`config.mk`:
```
export PLATFORM = sky130hd
export DESIGN_NAME = kmer_hamming_neighbor_generator
export DESIGN_NICKNAME = d
export VERILOG_FILES = /design/src/kmhn_pkg.sv /design/src/kmhn_cfg.sv /design/src/kmhn_step.sv /design/src/kmer_hamming_neighbor_generator.sv
export SDC_FILE = /design/constraint.sdc
export NUM_CORES = 1
export LEC_CHECK = 0
export BUFFER_PORTS_ARGS = -buffer_cell sky130_fd_sc_hd__buf_2
export CORE_ASPECT_RATIO = 1.4
export CORE_UTILIZATION = 30
export DETAILED_ROUTE_END_ITERATION = 10
export SETUP_SLACK_MARGIN = 0.05
export SLEW_MARGIN = 20
export SYNTH_ARGS = -nofsm -noshare
export SYNTH_HDL_FRONTEND = slang
export SYNTH_SLANG_ARGS = --single-unit
```
`constraint.sdc`:
```
create_clock -name clk -period 7.51 [get_ports clk]
set_input_delay 1.8775 -clock clk [delete_from_list [all_inputs] [get_ports clk]]
set_output_delay 1.8775 -clock clk [all_outputs]
set_load 0.02 [all_outputs]
```
`src/kmhn_pkg.sv`:
```
// Package for the k-mer Hamming neighbor generator: shared types, codes and constants.
// Used by kmhn_cfg, kmhn_step and kmer_hamming_neighbor_generator; depends on nothing.
package kmhn_pkg;

    // Sizes of the k-mer and of the fields.
    localparam int MAX_KMER_LENGTH = 16;
    localparam int NUM_POS         = 16;
    localparam int KMER_W          = 32;
    localparam int DIST_W          = 5;
    localparam int CFG_W           = 5;
    localparam int S_TDATA_W       = 32;
    localparam int M_TDATA_W       = 40;
    localparam int APB_ADDR_W      = 3;
    localparam int APB_DATA_W      = 32;

    // Two bits per base.
    localparam logic [1:0] BASE_BITS = 2'b11;
    localparam logic [1:0] BASE_A    = 2'b00;
    localparam logic [1:0] BASE_C    = 2'b01;

    // Register indexes on the configuration port.
    localparam logic REG_KMER_LENGTH  = 1'b0;
    localparam logic REG_MAX_DISTANCE = 1'b1;

    // Register reset values.
    localparam logic [CFG_W-1:0] KMER_LENGTH_RST  = 5'd8;
    localparam logic [CFG_W-1:0] MAX_DISTANCE_RST = 5'd2;

    // Item kinds carried on the input tuser.
    typedef enum logic
    {
        KIND_START = 1'b0,
        KIND_NEXT  = 1'b1
    } kind_t;

    typedef struct packed
    {
        logic [CFG_W-1:0] kmer_length;
        logic [CFG_W-1:0] max_distance;
    } cfg_t;

    typedef struct packed
    {
        kind_t             kind;
        logic [KMER_W-1:0] kmer;
    } item_t;

    // Enumeration state; describes the pending, not yet emitted, neighbor.
    // The substitution code is kept per position: digit p sits in bits 2p+1:2p.
    typedef struct packed
    {
        logic [KMER_W-1:0]  base_kmer;
        logic [DIST_W-1:0]  layer_distance;
        logic [NUM_POS-1:0] position_mask;
        logic [KMER_W-1:0]  subst_code;
        logic               finished;
    } state_t;

    typedef struct packed
    {
        logic [KMER_W-1:0] neighbor;
        logic [DIST_W-1:0] distance;
        logic              last;
        logic              valid_res;
    } result_t;

    localparam state_t STATE_RESET = '{
        base_kmer:      '0,
        layer_distance: '0,
        position_mask:  '0,
        subst_code:     '0,
        finished:       1'b1
    };

endpackage

```
`src/kmhn_cfg.sv`:
```
// Configuration registers of the k-mer neighbor generator behind an APB-style port.
// Depends on kmhn_pkg.
module kmhn_cfg
(
    input  logic                              clk,
    input  logic                              rst_n,
    input  logic                              psel,
    input  logic                              penable,
    input  logic                              pwrite,
    input  logic [kmhn_pkg::APB_ADDR_W-1:0]   paddr,
    input  logic [kmhn_pkg::APB_DATA_W-1:0]   pwdata,
    output logic [kmhn_pkg::APB_DATA_W-1:0]   prdata,
    output logic                              pready,
    output kmhn_pkg::cfg_t                    cfg
);
    import kmhn_pkg::*;

    logic             wr_en;
    logic             reg_sel;
    logic [CFG_W-1:0] kmer_length_reg;
    logic [CFG_W-1:0] max_distance_reg;

    // Registers are word aligned; the low address bits select nothing.
    assign reg_sel = paddr[2];
    assign pready  = 1'b1;
    assign wr_en   = psel & penable & pwrite & pready;

    // Register writes.
    always_ff @(posedge clk or negedge rst_n)
    begin
        if (!rst_n)
        begin
            kmer_length_reg  <= KMER_LENGTH_RST;
            max_distance_reg <= MAX_DISTANCE_RST;
        end
        else if (wr_en)
        begin
            case (reg_sel)
                REG_KMER_LENGTH:  kmer_length_reg  <= pwdata[CFG_W-1:0];
                REG_MAX_DISTANCE: max_distance_reg <= pwdata[CFG_W-1:0];
                default:          kmer_length_reg  <= kmer_length_reg;
            endcase
        end
    end

    // Read back.
    always_comb
    begin
        case (reg_sel)
            REG_KMER_LENGTH:  prdata = APB_DATA_W'(kmer_length_reg);
            REG_MAX_DISTANCE: prdata = APB_DATA_W'(max_distance_reg);
            default:          prdata = '0;
        endcase
    end

    assign cfg.kmer_length  = kmer_length_reg;
    assign cfg.max_distance = max_distance_reg;

endmodule

```
`src/kmhn_step.sv`:
```
// One enumeration step: result and next state from the current state and one item.
// Pure combinational logic; depends on kmhn_pkg.
module kmhn_step
(
    input  kmhn_pkg::cfg_t    cfg,
    input  kmhn_pkg::state_t  st,
    input  kmhn_pkg::item_t   item,
    output kmhn_pkg::state_t  st_next,
    output kmhn_pkg::result_t res
);
    import kmhn_pkg::*;

    // Lowest valid code for a mask: each selected base goes to A, or to C if it was A.
    function automatic logic [KMER_W-1:0] first_code(input logic [NUM_POS-1:0] mask,
                                                     input logic [KMER_W-1:0]  base);
        logic [KMER_W-1:0] code;
        code = '0;
        for (int p = 0; p < NUM_POS; p++)
        begin
            if (mask[p] && base[2*p +: 2] == BASE_A)
            begin
                code[2*p +: 2] = BASE_C;
            end
        end
        return code;
    endfunction

    // Opens the first non-empty layer at or below distance l_in.
    function automatic state_t open_layer(input logic [DIST_W-1:0] l_in,
                                          input logic [DIST_W-1:0] k,
                                          input logic [KMER_W-1:0] base);
        state_t             s;
        logic [DIST_W-1:0]  l;
        logic [NUM_POS-1:0] mask;
        l    = (l_in > k) ? k : l_in;
        mask = '0;
        for (int p = 0; p < NUM_POS; p++)
        begin
            mask[p] = (DIST_W'(p) < l);
        end
        s.base_kmer = base;
        if (l == '0)
        begin
            s.layer_distance = '0;
            s.position_mask  = '0;
            s.subst_code     = '0;
            s.finished       = 1'b1;
        end
        else
        begin
            s.layer_distance = l;
            s.position_mask  = mask;
            s.subst_code     = first_code(mask, base);
            s.finished       = 1'b0;
        end
        return s;
    endfunction

    logic [DIST_W-1:0]   k_eff;
    logic [KMER_W-1:0]   base_load;
    state_t              start_st;
    logic [KMER_W-1:0]   built;
    logic [2:0]          nd_a   [NUM_POS];
    logic [2:0]          nd     [NUM_POS];
    logic [NUM_POS:0]    carry;
    logic [KMER_W-1:0]   code_inc;
    logic                code_ok;
    logic [NUM_POS-1:0]  g_t;
    logic [NUM_POS:0]    g_t1;
    logic [NUM_POS:0]    g_lz;
    logic [DIST_W-1:0]   g_ctz;
    logic [DIST_W-1:0]   g_sh;
    logic [NUM_POS:0]    g_mask;
    logic [NUM_POS:0]    g_limit;
    logic                gosper_ok;
    state_t              adv_st;

    // Saturate the length register.
    assign k_eff = (cfg.kmer_length > DIST_W'(MAX_KMER_LENGTH)) ?
                   DIST_W'(MAX_KMER_LENGTH) : cfg.kmer_length;

    // Load path: clear bases at or above the length, then open the top layer.
    always_comb
    begin
        for (int p = 0; p < NUM_POS; p++)
        begin
            base_load[2*p +: 2] = (DIST_W'(p) < k_eff) ? item.kmer[2*p +: 2] : 2'b00;
        end
        start_st = open_layer(cfg.max_distance, k_eff, base_load);
    end

    // Pending neighbor: selected positions take their code digit.
    always_comb
    begin
        for (int p = 0; p < NUM_POS; p++)
        begin
            built[2*p +: 2] = st.position_mask[p] ? st.subst_code[2*p +: 2]
                                                   : st.base_kmer[2*p +: 2];
        end
    end

    // Next code: increment the lowest selected digit, skipping the original base,
    // and carry into the next selected position when a digit runs past T.
    always_comb
    begin
        carry[0] = 1'b1;
        for (int p = 0; p < NUM_POS; p++)
        begin
            nd_a[p] = {1'b0, st.subst_code[2*p +: 2]} + 3'd1;
            nd[p]   = (nd_a[p] == {1'b0, st.base_kmer[2*p +: 2]}) ? nd_a[p] + 3'd1 : nd_a[p];
            if (st.position_mask[p] && carry[p])
            begin
                code_inc[2*p +: 2] = nd[p][2] ?
                    ((st.base_kmer[2*p +: 2] == BASE_A) ? BASE_C : BASE_A) : nd[p][1:0];
            end
            else
            begin
                code_inc[2*p +: 2] = st.subst_code[2*p +: 2];
            end
            carry[p+1] = carry[p] & (~st.position_mask[p] | nd[p][2]);
        end
        code_ok = ~carry[NUM_POS];
    end

    // Next mask of the same weight (Gosper's step), checked against the length.
    always_comb
    begin
        g_ctz = DIST_W'(NUM_POS);
        for (int p = NUM_POS - 1; p >= 0; p--)
        begin
            if (st.position_mask[p])
            begin
                g_ctz = DIST_W'(p);
            end
        end
        g_t       = st.position_mask | (st.position_mask - 16'd1);
        g_t1      = {1'b0, g_t} + 17'd1;
        g_lz      = ~{1'b0, g_t} & g_t1;
        g_sh      = g_ctz + 5'd1;
        g_mask    = g_t1 | ((g_lz - 17'd1) >> g_sh);
        g_limit   = 17'd1 << k_eff;
        gosper_ok = (g_mask < g_limit) && (st.position_mask != '0);
    end

    // State after emitting the pending neighbor.
    always_comb
    begin
        adv_st = st;
        if (code_ok)
        begin
            adv_st.subst_code = code_inc;
        end
        else if (gosper_ok)
        begin
            adv_st.position_mask = g_mask[NUM_POS-1:0];
            adv_st.subst_code    = first_code(g_mask[NUM_POS-1:0], st.base_kmer);
        end
        else
        begin
            adv_st = open_layer(st.layer_distance - 5'd1, k_eff, st.base_kmer);
        end
    end

    // Result and next state by item kind.
    always_comb
    begin
        case (item.kind)
            KIND_START:
            begin
                st_next       = start_st;
                res.neighbor  = base_load;
                res.distance  = '0;
                res.last      = start_st.finished;
                res.valid_res = 1'b1;
            end
            KIND_NEXT:
            begin
                if (st.finished)
                begin
                    st_next       = st;
                    res.neighbor  = '0;
                    res.distance  = '0;
                    res.last      = 1'b1;
                    res.valid_res = 1'b0;
                end
                else
                begin
                    st_next       = adv_st;
                    res.neighbor  = built;
                    res.distance  = st.layer_distance;
                    res.last      = adv_st.finished;
                    res.valid_res = 1'b1;
                end
            end
            default:
            begin
                st_next       = st;
                res.neighbor  = '0;
                res.distance  = '0;
                res.last      = 1'b1;
                res.valid_res = 1'b0;
            end
        endcase
    end

endmodule

```
`src/kmer_hamming_neighbor_generator.sv`:
```
// Top level of the DNA k-mer Hamming neighbor generator: stream ports, APB registers.
// Depends on kmhn_pkg, kmhn_cfg and kmhn_step.
//
// A start transfer (tuser 0) loads a k-mer, two bits per base with base i in bits
// 2i+1:2i, and returns it at distance 0; each next transfer (tuser 1) returns one
// neighbor, layers running from max_distance down to 1, masks ascending within a layer
// and substitutions ascending within a mask. tlast marks the final neighbor, and a next
// after the end returns tuser 0 with zero data. The block takes one transfer per clock
// cycle unless the output stalls; each result passes an input register, then one
// combinational step that updates the enumeration state, then the result register. That
// single step, a carry chain over the 16 positions for the next code and the mask step,
// sets the clock rate. Registers sit at byte addresses 0 (kmer_length) and 4
// (max_distance); the user must write them only while the block is idle (not enforced).
module kmer_hamming_neighbor_generator
(
    input  logic                               clk,
    input  logic                               rst_n,
    // Input stream.
    input  logic                               s_axis_tvalid,
    output logic                               s_axis_tready,
    input  logic [kmhn_pkg::S_TDATA_W-1:0]     s_axis_tdata,  // [31:0] kmer
    input  logic                               s_axis_tuser,  // [0] kind
    // Output stream.
    output logic                               m_axis_tvalid,
    input  logic                               m_axis_tready,
    output logic [kmhn_pkg::M_TDATA_W-1:0]     m_axis_tdata,  // [31:0] neighbor, [36:32] distance
    output logic                               m_axis_tlast,
    output logic                               m_axis_tuser,  // [0] valid_res
    // Configuration port.
    input  logic                               psel,
    input  logic                               penable,
    input  logic                               pwrite,
    input  logic [kmhn_pkg::APB_ADDR_W-1:0]    paddr,
    input  logic [kmhn_pkg::APB_DATA_W-1:0]    pwdata,
    output logic [kmhn_pkg::APB_DATA_W-1:0]    prdata,
    output logic                               pready
);
    import kmhn_pkg::*;

    cfg_t    cfg;
    item_t   in_item_reg;
    logic    in_valid_reg;
    logic    in_valid_next;
    result_t out_res_reg;
    logic    out_valid_reg;
    logic    out_valid_next;
    state_t  state_reg;
    state_t  state_next;
    result_t step_res;
    logic    out_free;
    logic    fire;

    kmhn_cfg u_cfg
    (
        .clk     (clk),
        .rst_n   (rst_n),
        .psel    (psel),
        .penable (penable),
        .pwrite  (pwrite),
        .paddr   (paddr),
        .pwdata  (pwdata),
        .prdata  (prdata),
        .pready  (pready),
        .cfg     (cfg)
    );

    kmhn_step u_step
    (
        .cfg     (cfg),
        .st      (state_reg),
        .item    (in_item_reg),
        .st_next (state_next),
        .res     (step_res)
    );

    // Handshake: the result register frees when empty or taken; the input register
    // frees whenever its item moves on.
    assign out_free       = ~out_valid_reg | m_axis_tready;
    assign fire           = in_valid_reg & out_free;
    assign s_axis_tready  = ~in_valid_reg | out_free;
    assign in_valid_next  = s_axis_tready ? s_axis_tvalid : in_valid_reg;
    assign out_valid_next = fire ? 1'b1 : (m_axis_tready ? 1'b0 : out_valid_reg);

    // Control and enumeration state.
    always_ff @(posedge clk or negedge rst_n)
    begin
        if (!rst_n)
        begin
            in_valid_reg  <= 1'b0;
            out_valid_reg <= 1'b0;
            state_reg     <= STATE_RESET;
        end
        else
        begin
            in_valid_reg  <= in_valid_next;
            out_valid_reg <= out_valid_next;
            if (fire)
            begin
                state_reg <= state_next;
            end
        end
    end

    // Payload registers.
    always_ff @(posedge clk)
    begin
        if (s_axis_tready && s_axis_tvalid)
        begin
            in_item_reg.kind <= kind_t'(s_axis_tuser);
            in_item_reg.kmer <= s_axis_tdata;
        end
        if (fire)
        begin
            out_res_reg <= step_res;
        end
    end

    assign m_axis_tvalid = out_valid_reg;
    assign m_axis_tdata  = {3'b000, out_res_reg.distance, out_res_reg.neighbor};
    assign m_axis_tlast  = out_res_reg.last;
    assign m_axis_tuser  = out_res_reg.valid_res;

    // A finished enumeration holds no pending mask or layer.
    a_finished_clear: assert property (@(posedge clk) disable iff (!rst_n)
        state_reg.finished |-> (state_reg.position_mask == '0 &&
                                state_reg.layer_distance == '0))
        else $error("finished state still holds a mask or layer");

    // A pending mask always has as many positions as its layer distance.
    a_mask_weight: assert property (@(posedge clk) disable iff (!rst_n)
        !state_reg.finished |->
            ($countones(state_reg.position_mask) == 32'(state_reg.layer_distance)))
        else $error("mask weight differs from layer distance");

    // An invalid result is always the empty, final one.
    a_invalid_result: assert property (@(posedge clk) disable iff (!rst_n)
        (m_axis_tvalid && !m_axis_tuser) |-> (m_axis_tlast && m_axis_tdata == '0))
        else $error("invalid result carries data");

    // An item waiting on a full result register is not lost.
    a_item_held: assert property (@(posedge clk) disable iff (!rst_n)
        (in_valid_reg && !out_free) |=> in_valid_reg)
        else $error("input item dropped while the output stalled");

endmodule

```
# ---- Yosys cells after proc, flatten, opt, wreduce, memory -nomap -nowiden
# Cells that the tools add are included.
dict set report op_classes {
  addsub 37
  n_lt_le_gt_ge 52
  eq_ne 35
  shifts 2
  muxes 178
  bitwise 60
  reduce_logical 122
}
# cell count
set ops {}
lappend ops {{$pmux W86 S2} 1}
lappend ops {{$mux W2} 64}
lappend ops {{$lt A4 B5 Y1 const A} 24}
lappend ops {{$mux W54} 2}
lappend ops {{$mux W5} 20}
lappend ops {{$mux W86} 1}
lappend ops {{$pmux W39 S2} 1}
lappend ops {{$mux W1} 68}
lappend ops {{$logic_and A1 B1 Y1} 65}
lappend ops {{$logic_not A2 Y1} 32}
lappend ops {{$pmux W32 S2} 1}
lappend ops {{$lt A3 B5 Y1 const A} 12}
lappend ops {{$reduce_and A3 Y1} 17}
lappend ops {{$add A2 B1 Y3 const B} 16}
lappend ops {{$add A3 B1 Y3 const B} 16}
lappend ops {{$eq A3 B2 Y1} 16}
lappend ops {{$mux W3} 16}
lappend ops {{$mux W48} 1}
lappend ops {{$ne A3 B1 Y1 const B} 16}
lappend ops {{$mux W39} 1}
lappend ops {{$mux W32} 1}
lappend ops {{$lt A1 B5 Y1 const A} 6}
lappend ops {{$lt A2 B5 Y1 const A} 6}
lappend ops {{$mux W21} 1}
lappend ops {{24 further kinds} 82}
dict set report totals {
  reg_bits 170
  in_bits 75
  out_inout_bits 77
  wordCells 516
}

# ---- Longest topological paths before layout
# Gate-level depths: netlist (run 1).
dict set report logic_depth {
  word_depth 25
  mapped_depth 32
  ltp_nobuf 29
}

# ---- Modules after synthesis
# Synthesis (run 1) repeated with hierarchy kept, for this count alone.
dict set report hier_totals {
  cells_unflattened 1645
  hier_area_um2 14580.2
}
# mod instances cells_per_inst area_per_inst_um2 seq_area_each_um2
set by_module_without_submodules {}
lappend by_module_without_submodules {kmhn_step 1 1321 8304.2 0.0}
lappend by_module_without_submodules {kmer_hamming_neighbor_generator 1 266 5589.1 4365.4}
lappend by_module_without_submodules {kmhn_cfg 1 58 686.9 252.7}

# ---- Least setup slack after synthesis (run 1)
# Ideal clock, no wire load.
dict set report synth_path {
  kind {flip-flop to flip-flop}
  from {register state_reg[43] (netlist name)}
  to {register state_reg[51] (netlist name)}
  setup_ns 0.145
  t_arrival_ns 6.547
  t_required_ns 7.365
  path_slack_ns 0.819
  stages_incl_launch_ff 32
  n_path_buf 4
  period_less_slack_ns 6.691
  cell_sequence {dfrtp_1 buf_2 inv_1 a2111oi_0 a221o_1 o21a_1 buf_2 buf_1 o21ai_0 nor2_1 nor3_1 ha_1 nor4_1 nand4b_1 nor4b_1 xnor2_1 mux2i_1 nand2_1 and3_1 o311ai_1 ha_1 a21o_1 a21o_1 a21o_1 a21o_1 a21o_1 a21o_1 a31oi_1 o21ai_2 buf_4 o21ai_1 o21ai_0}
}
dict set report synth_via {
  elab_chain_cells 18
  elab_cells_between_ends 34
  classes_between {add/sub: 4; order compare: 1; eq/ne: 2; shift: 1; mux: 11; bitwise: 12; reduce/logical: 3}
}
# item line_no
set synth_lines {}
lappend synth_lines {{from (decl)} kmer_hamming_neighbor_generator.sv:47} ;# state_t state_reg;
lappend synth_lines {{from (signal assigned)} kmer_hamming_neighbor_generator.sv:99} ;# state_reg <= state_next;
lappend synth_lines {{parallel branches: the longest is 17 deep, another holds $add A16 B1 Y17} n/a}
lappend synth_lines {{$reduce_and A4 Y1 (no source line) *} n/a}
# Mark *: on every way between the ends.
# A chain may end at the register's enable or synchronous reset.

# ---- Worst setup path after layout (run 1)
dict set report layout_path {
  from {register state_reg[39] (netlist name)}
  to {register state_reg[46] (netlist name)}
}
dict set report layout_via {
  elab_chain_cells 16
  elab_cells_between_ends 37
  classes_between {add/sub: 4; order compare: 1; eq/ne: 1; shift: 1; mux: 11; bitwise: 16; reduce/logical: 3}
}
# item
set layout_lines {}
lappend layout_lines {{parallel branches: the longest is 16 deep, another holds $add A16 B1 Y17}}
# Several ways; the timed one is not identified. The select of a mux whose other input is x is not followed.

==> results.json, run 1 <==
{
  "clk_pin_slew_ns": 0.07,
  "wire_per_inst_um": 19.95,
  "ys_types": 87,
  "dr_total_vias": 12250,
  "hold_path.class": "reg -> reg",
  "crit_path_start_kind": "flop",
  "ys.flop_type": "dfrtp_1",
  "postCtsSetupRepairBufs": 0,
  "cap_violations": 0,
  "cp.required_ns": 7.85,
  "avgSynthCellArea_um2": 8.665,
  "globalplace.congestion": 0.9368,
  "syn_to_final_growth_pct": 14.67,
  "numCtsBuffers": 17,
  "drive_gt1_share_pct": 17.78,
  "clk_latency_ns": 0.46,
  "worst_pin_slew_ns": 1.018,
  "rows": 91,
  "critPathMaxFanout": 10,
  "drt_iter0_drc": 842,
  "grt_antenna_before_repair": 1,
  "dpl_worst_slack_ns": 0.4098,
  "synth_top_family_by_area": "compound AO/OA/AOI/OAI gates",
  "ir_worst_vdd_mv": 0.2609,
  "syn_inst": 1548,
  "fin_crit_sh_pct": 93.57,
  "synthAdderAreaFrac_pct": 7.183,
  "die_h_um": 252.2,
  "crit_top_cell": "buf_4",
  "synth_edf_count": 72,
  "crit_path_top_delay_cell": "dfrtp_1",
  "dp_hpwl_um": 34560,
  "holdWs_ns": 0.4885,
  "clkSinkCount": 170,
  "synth_compound_area_share_pct": 20.47,
  "finalWorstSetupSlack_ns": 0.4831,
  "yosysSeqAreaShare_pct": 34.43,
  "setup_viol_count_final": 0,
  "rsz0062_at_grt": "no",
  "ioPinCount": 152,
  "cts_hold_buf": 0,
  "antenna_cells": 0,
  "root_buffer": "clkbuf_16",
  "endpoint_kind": "flop",
  "numPortBuffers": 91,
  "hold_viol": 0,
  "largest_reg_flops": 86,
  "grt.overflow.total": 0,
  "grt_max_degree": 58,
  "drc": 0,
  "place_inst": 2195,
  "slew_viol_final": 0,
  "die_w_um": 180.7,
  "clk_path_buf_depth": 2,
  "htreeDepth": 4,
  "cpPeakStageDelay_ns": 0.57,
  "synth-xor-area-share_pct": 3.321,
  "outcome": "complete, no violations",
  "die-area_mm2": 0.04557,
  "leakagePower_uw": 0.006507,
  "yosysWarnings": 0,
  "finalPower_uw": 8164,
  "synth.area.mux_share_pct": 9.851,
  "fmax_ghz": 0.1423,
  "grt_usage_pct": 19.60,
  "final_cells": 2228,
  "viasPerCell": 5.499,
  "worst_clock_skew_ns": 0.01778,
  "first_pass_iters": 6,
  "yosys.area_share.simple_pct": 18.26,
  "period_needed_ns": 7.027,
  "cts_tree": "done",
  "p_per_area_mw_per_mm2": 530.8,
  "netlist_area_mm2": 0.01341,
  "async_flop_share_pct": 57.65,
  "grt_pass1_vias": 12200,
  "arrival_ns": 7.37,
  "worst-setup-path-type": "reg -> reg",
  "final_nets": 1809,
  "grt_pass1_wl_um": 68610,
  "ys_ff_latch": 170,
  "finalWirelength_um": 44460,
  "relSlewSlack_pct": 32.07,
  "setup_tns_ns": 0,
  "antenna_left": 0,
  "core-area_mm2": 0.04406,
  "initial_utilization_pct": 30.44
}
[logic make-up after synthesis]
group / count (synthesis)
buffers and inverters: 188
other: 2
AOI/OAI and AO/OA: 426
adders and majority gates: 77
and+or+nand+nor: 517
muxes: 118
xor gates and xnor gates: 50
DFF: 170
[report_power, final]
group / switching (µW) / internal (µW)
Clock: 430 / 447
Combinational: 3290 / 2430
Sequential: 339 / 1230
[final timing paths]
| check | startpoint | end | slack [ns] | depth (start not counted) |
|---|---|---|---|---|
| setup / recovery | state_reg[39] | state_reg[46] | 0.48 | 34 |
| hold / removal | in_valid_reg | m_axis_tvalid | 0.49 | 1 |
| setup reg to reg | state_reg[39] | state_reg[46] | 0.48 | 34 |
| hold reg to reg | in_valid_reg | m_axis_tvalid | 0.49 | 1 |
| max in group asynchronous | rst_n | state_reg[6] | 4.83 | 2 |
| min in group asynchronous | rst_n | u_cfg.max_distance_reg[3] | 1.51 | 1 |
[worst max-delay path, delay by kind of cell, from the launching register on]
kind | cells | cell delay, ns
muxes | 2 | 0.58
adders and majority gates | 2 | 0.47
DFF | 1 | 0.57
xor gates and xnor gates | 1 | 0.13
buffers and inverters | 7 | 1.24
AOI/OAI and AO/OA | 15 | 2.43
and+or+nand+nor | 7 | 1.46
[what timing repair did]
action,in CTS,in global routing
setup endpoints to repair,0,38
gates resized for setup,0,16
endpoints found under the hold margin,0,0
[metrics by stage]
| step | util (%) | instance area (µm²) |
|---|---|---|
| after floorplan | - | 13520 |
| after global placement | 33.44 | 14730 |
| after detailed placement | 33.44 | 14730 |
| after CTS | 34.74 | 15310 |
| after global routing | 34.91 | 15380 |
| final | 34.91 | 15380 |
[layout by cell type, fill, tap and decap left out, types with 9 or more instances in the layout]
| master | n |
|---|---|
| a21o_1 | 12 |
| a21oi_1 | 73 |
| a222oi_1 | 9 |
| a22o_1 | 19 |
| a22oi_1 | 10 |
| a31oi_1 | 39 |
| and2_1 | 17 |
| and3_1 | 9 |
| buf_2 | 90 |
| buf_4 | 87 |
| clkbuf_16 | 17 |
| conb_1 | 31 |
| dfrtp_1 | 92 |
| edfxtp_1 | 72 |
| ha_1 | 77 |
| inv_1 | 68 |
| mux2_2 | 40 |
| mux2i_1 | 68 |
| nand2_1 | 169 |
| nand2b_1 | 11 |
| nand3_1 | 44 |
| nand4_1 | 12 |
| nor2_1 | 147 |
| nor2b_1 | 15 |
| nor3_1 | 29 |
| nor4_1 | 12 |
| o211ai_1 | 14 |
| o21a_1 | 13 |
| o21ai_0 | 136 |
| o22ai_1 | 15 |
| o41ai_1 | 9 |
| xnor2_1 | 27 |
| xor2_1 | 22 |
[Yosys cell counts (11+ instances only)]
library cell	n	area [µm²]
nor3_1	29	145.1
xnor2_1	27	236.5
o211ai_1	14	105.1
nor2_1	147	551.8
a31oi_1	39	244.0
a21o_1	12	90.09
mux2_2	40	450.4
nor2b_1	15	93.84
xor2_1	22	192.7
and2_1	18	112.6
buf_2	11	55.05
a22o_1	19	166.4
o21a_1	13	97.59
nand2b_1	12	75.07
edfxtp_1	72	2162
a21oi_1	74	370.4
nand4_1	12	75.07
dfrtp_1	95	2377
buf_4	32	240.2
clkbuf_1	66	247.7
inv_1	69	259.0
ha_1	77	963.4
o21ai_0	138	690.7
mux2i_1	69	690.7
nand3_1	44	220.2
nand2_1	170	638.1
nor4_1	14	87.58
o22ai_1	15	93.84
[metal layers]
layer,GRT usage (%),vias to the layer above,routed length (µm)
met4,12.87,0,2628
met1,21.08,5930,17140
met5,0,-,0
met2,35.81,356,22940
li1,-,5845,-
met3,2.651,121,1750
[layout make-up]
cell class | count | area [µm²]
clock buffers | 19 | 442.9
clock inverters | 13 | 130.1
fillers | 4473 | 28680
inverters | 72 | 271.5
multi-input cells | 1219 | 8113
flip-flops and latches | 170 | 4622
well taps | 558 | 698.2
repair buffers | 177 | 1104
Note: power is estimated with default switching activity, not from simulation.
==> run 2, diff against run 1 <==
- CORE_ASPECT_RATIO: 1.4 -> unset
==> run 2 against run 1 <==
- setup slack worse by 0.11 ns
- critical path depth down 3
- largest cell class unchanged
- total power up 1.5%
- utilization up 0.071 points
- sequential power about the same
- non-clock buffer count up 2
- critical path type unchanged
- cell area up 0.34%
==> results.json, run 2 (synthesis gave the netlist of run 1 again) <==
{
  "outcome": "complete, no violations",
  "layout.cells.most_common": "nand2_1",
  "critPathMaxFanout": 10,
  "drt_iter0_drc": 1028,
  "worst_clock_skew_ns": 0.01415,
  "crit_path_top_delay_cell": "or4_1",
  "grt_max_degree": 77,
  "setup_tns_ns": 0,
  "reg2reg_slack_ns": 0.37,
  "setup_viol_count_final": 0,
  "grt_pass1_wl_um": 67450,
  "largest_reg_flops": 86,
  "clk_path_buf_depth": 2,
  "finalWorstSetupSlack_ns": 0.3743,
  "htreeDepth": 4,
  "globalplace.congestion": 0.9135,
  "nFillCells": 4608,
  "cap_violations": 0,
  "first_pass_iters": 8,
  "p_per_area_mw_per_mm2": 536.9,
  "core-area_mm2": 0.04412,
  "antenna_left": 0,
  "initial_utilization_pct": 30.40,
  "cp.required_ns": 7.85,
  "drc": 0,
  "clkSinkCount": 170,
  "relSlewSlack_pct": 27.46,
  "worst-setup-path-type": "reg -> reg",
  "rsz0062_at_grt": "no",
  "ioPinCount": 152,
  "die_w_um": 213.4,
  "dr_total_vias": 12280,
  "dpl_worst_slack_ns": 0.2023,
  "viasPerCell": 5.422,
  "hold_path.class": "reg -> reg",
  "critPathLaunch": "state_reg[42]",
  "drive_gt1_share_pct": 17.82,
  "syn_to_final_growth_pct": 15.07,
  "die-area_mm2": 0.04556,
  "root_buffer": "clkbuf_16",
  "rr_startpoint": "state_reg[42]",
  "crit_top_cell": "a21o_1",
  "grt_pass1_vias": 11660,
  "arrival_ns": 7.48,
  "numPortBuffers": 91,
  "fmax_ghz": 0.1401,
  "cts_tree": "done",
  "clk_pin_slew_ns": 0.07,
  "grt_antenna_before_repair": 0,
  "mostFrequentLayoutCells": "nand2_1, nor2_1, o21ai_0, dfrtp_1, buf_2",
  "final_nets": 1811,
  "ir_worst_vdd_mv": 0.2319,
  "endpoint_kind": "flop",
  "crit_path_start_kind": "flop",
  "final_cell_area_mm2": 0.01543,
  "place_area_mm2": 0.01478,
  "finalWirelength_um": 43880,
  "numCtsBuffers": 17,
  "slew_viol_final": 0,
  "worst_pin_slew_ns": 1.088,
  "grt.overflow.total": 0,
  "min_from": "in_valid_reg",
  "clk_latency_ns": 0.46,
  "cts_hold_buf": 0,
  "die_h_um": 213.4,
  "dp_hpwl_um": 33550,
  "antenna_cells": 0,
  "period_needed_ns": 7.136,
  "leakagePower_uw": 0.006507,
  "hold_viol": 0,
  "wire_per_inst_um": 19.38,
  "cpPeakStageDelay_ns": 0.58,
  "rows": 77,
  "final_cells": 2264,
  "place_inst": 2230,
  "fin_crit_sh_pct": 95.02,
  "grt_usage_pct": 19.31
}
## run 2: cell types whose count changed in the layout (fill, tap and decap cells not counted), sizes merged
cell      previous run  this run
bufinv               0         1
clkinvlp             2         3
inv                 76        75
clkbuf              19        21
clkinv               7         4
buf                177       179
## run 2: metrics by stage
stage                     power (µW)  util, %  hold WS, ns
after floorplan                 5242        -       0.4569
after global placement          7134    33.50       0.4732
after detailed placement        7203    33.50       0.4968
after CTS                       8112    34.78       0.5041
after global routing            8870    34.98       0.5441
final                           8287    34.98       0.5009
## run 2: path summary, 6_finish.rpt
| path | endpoint | cells after the start |
|---|---|---|
| max in group asynchronous | state_reg[43] | 2 |
| hold / removal | m_axis_tvalid | 1 |
| setup reg to reg | state_reg[38] | 31 |
| min in group asynchronous | state_reg[65] | 1 |
| hold reg to reg | m_axis_tvalid | 1 |
| setup / recovery | state_reg[38] | 31 |
## run 2: layout make-up
cell class | instances | area (µm²) | area share, %
Inverter | 72 | 271.5 | 1.759
Tap cell | 592 | 740.7 | 4.799
Clock inverter | 11 | 112.6 | 0.7296
Sequential cell | 170 | 4621 | 29.94
Clock buffer | 21 | 450.4 | 2.919
Timing Repair Buffer | 179 | 1122 | 7.272
Multi-Input combinational cell | 1219 | 8115 | 52.58
## run 2: worst max-delay path: cells and delay by family, from the launching register on
kind	cells	cell delay [ns]
buffers and inverters	5	0.86
flip-flops	1	0.48
XOR/XNOR	1	0.23
AO/OA/AOI/OAI	13	2.20
AND/OR/NAND/NOR	7	1.72
adder cells (fa/ha/maj)	2	0.56
multiplexers	3	0.97
## run 2: power breakdown
group | switching [µW] | internal (µW)
registers | 357 | 1230
clock network | 399 | 471
logic | 3330 | 2500
## run 2: layer usage
layer | GRT usage (%) | routed length [µm] | up-vias
met2 | 32.11 | 20970 | 401
met5 | 0 | 0 | -
met3 | 2.709 | 2122 | 63
li1 | - | - | 5851
met4 | 5.961 | 1072 | 0
met1 | 25.85 | 19720 | 5960
## run 2: what timing repair did
item,in CTS,in global routing
setup endpoints to repair,0,39
setup buffers,0,2
resized for setup,0,16
==> run 3, diff against run 2 <==
- CORE_ASPECT_RATIO: unset -> 1.25
- PLACE_DENSITY: unset -> 0.53
==> run 3 against run 2 <==
- fmax increased by 1.2%
- die area about the same
- hold slack improved by 0.0030 ns
- non-clock buffer count decreased by 12
- sequential power about the same
- highest routed layer unchanged
==> results.json, run 3 (synthesis gave the netlist of run 1 again) <==
{
  "clkSinkCount": 170,
  "core-area_mm2": 0.04412,
  "p_per_area_mw_per_mm2": 535.5,
  "drt_iter0_drc": 985,
  "wire_per_inst_um": 20.58,
  "cp.required_ns": 7.85,
  "numCtsBuffers": 17,
  "antenna_left": 0,
  "fin_crit_sh_pct": 93.88,
  "hold_viol": 0,
  "ioPinCount": 152,
  "worst_clock_skew_ns": 0.02057,
  "die-area_mm2": 0.04557,
  "htreeDepth": 4,
  "globalplace.congestion": 0.9560,
  "layout.cells.most_common": "nand2_1",
  "seq_power_share_pct": 19.4,
  "worst_pin_slew_ns": 1.082,
  "cts_tree": "done",
  "numPortBuffers": 91,
  "internal-power_uw": 4092,
  "dpl_worst_slack_ns": 0.1767,
  "leakagePower_uw": 0.006463,
  "ir_worst_vdd_mv": 0.2351,
  "hold_path.class": "reg -> reg",
  "cpPeakStageDelay_ns": 0.54,
  "p_comb_share_pct": 69.6,
  "p_sw_share_pct": 50.08,
  "outcome": "complete, no violations",
  "die_h_um": 238.4,
  "clk_path_buf_depth": 2,
  "syn_to_final_growth_pct": 14.10,
  "period_needed_ns": 7.050,
  "crit_top_cell": "a21o_1",
  "crit_path_start_kind": "flop",
  "grt_antenna_before_repair": 0,
  "place_inst": 2197,
  "setup_tns_ns": 0,
  "worst-setup-path-type": "reg -> reg",
  "fmax_ghz": 0.1418,
  "relSlewSlack_pct": 27.89,
  "rows": 86,
  "critPathMaxFanout": 8,
  "final_cells": 2232,
  "grt_pass1_vias": 12040,
  "clk_pin_slew_ns": 0.07,
  "finalPower_uw": 8196,
  "place_area_mm2": 0.01466,
  "rsz0062_at_grt": "yes",
  "final_nets": 1799,
  "largest_reg_flops": 86,
  "grt_max_degree": 74,
  "final_cell_area_mm2": 0.01530,
  "slew_viol_final": 0,
  "cap_violations": 0,
  "dp_hpwl_um": 34950,
  "crit_path_top_delay_cell": "or4_4",
  "endpoint_kind": "flop",
  "finalWirelength_um": 45940,
  "arrival_ns": 7.39,
  "drive_gt1_share_pct": 16.99,
  "grt_usage_pct": 20.26,
  "viasPerCell": 5.522,
  "switching_power_uw": 4104,
  "die_w_um": 191.1,
  "cts_hold_buf": 0,
  "first_pass_iters": 6,
  "root_buffer": "clkbuf_16",
  "mostFrequentLayoutCells": "nand2_1, nor2_1, o21ai_0, dfrtp_1, buf_2",
  "clk_latency_ns": 0.46,
  "drc": 0,
  "initial_utilization_pct": 30.40,
  "setup_viol_count_final": 0,
  "finalWorstSetupSlack_ns": 0.4596,
  "dr_total_vias": 12330,
  "grt_pass1_wl_um": 70180,
  "grt.overflow.total": 0,
  "antenna_cells": 0,
  "pwr-share-clk_pct": 11.0
}
-- run 3: critical path: cells and delay by family, from the launching register on --
family / cells / cell delay [ns]
flops: 1 / 0.47
mux: 3 / 0.89
xor+xnor: 1 / 0.16
compound gates: 12 / 2.18
buf+inv: 3 / 0.54
fa+ha+maj: 2 / 0.49
simple gates: 8 / 2.18
-- run 3: cell type report --
class,count,area [µm²]
Fill cell,4597,28810
Multi-Input combinational cell,1219,8090
Sequential cell,170,4621
Timing Repair Buffer,167,1032
Tap cell,572,715.7
Clock buffer,18,429.2
Inverter,72,271.5
Clock inverter,14,145.1
-- run 3: worst paths after layout --
check,end,start,slack (ns),cells after the start
setup / recovery,state_reg[38],state_reg[43],0.46,29
hold reg to reg,m_axis_tvalid,in_valid_reg,0.50,1
hold / removal,m_axis_tvalid,in_valid_reg,0.50,1
max in group asynchronous,state_reg[43],rst_n,5.01,2
setup reg to reg,state_reg[38],state_reg[43],0.46,29
min in group asynchronous,state_reg[49],rst_n,1.33,1
-- run 3: routing by layer --
metal  wire [µm]  track usage (%)
met2       23010            35.42
met3        1724            2.427
met1       19280            24.34
met4        1929            9.957
met5           0                0
-- run 3: repair_timing --
item	in CTS	in global routing
setup endpoints to repair	0	39
buffers inserted	0	3
gates resized for setup	0	15
-- run 3: stage by stage --
| step | utilization (%) | hold slack [ns] |
|---|---|---|
| finish | 34.69 | 0.5040 |
| global route | 34.69 | 0.5355 |
| CTS | 34.52 | 0.5074 |
| detailed placement | 33.22 | 0.5021 |
| global placement | 33.22 | 0.4694 |
| floorplan | - | 0.4569 |
-- run 3: power by group through the flow --
stage / Combinational [µW] / Clock [µW] / Sequential, µW
after detailed placement: 5520 / 0 / 1590
final: 5700 / 902 / 1590
after global placement: 5460 / 0 / 1590
after global routing: 6180 / 947 / 1620
after CTS: 5560 / 926 / 1580
after floorplan: 3780 / 0 / 1460
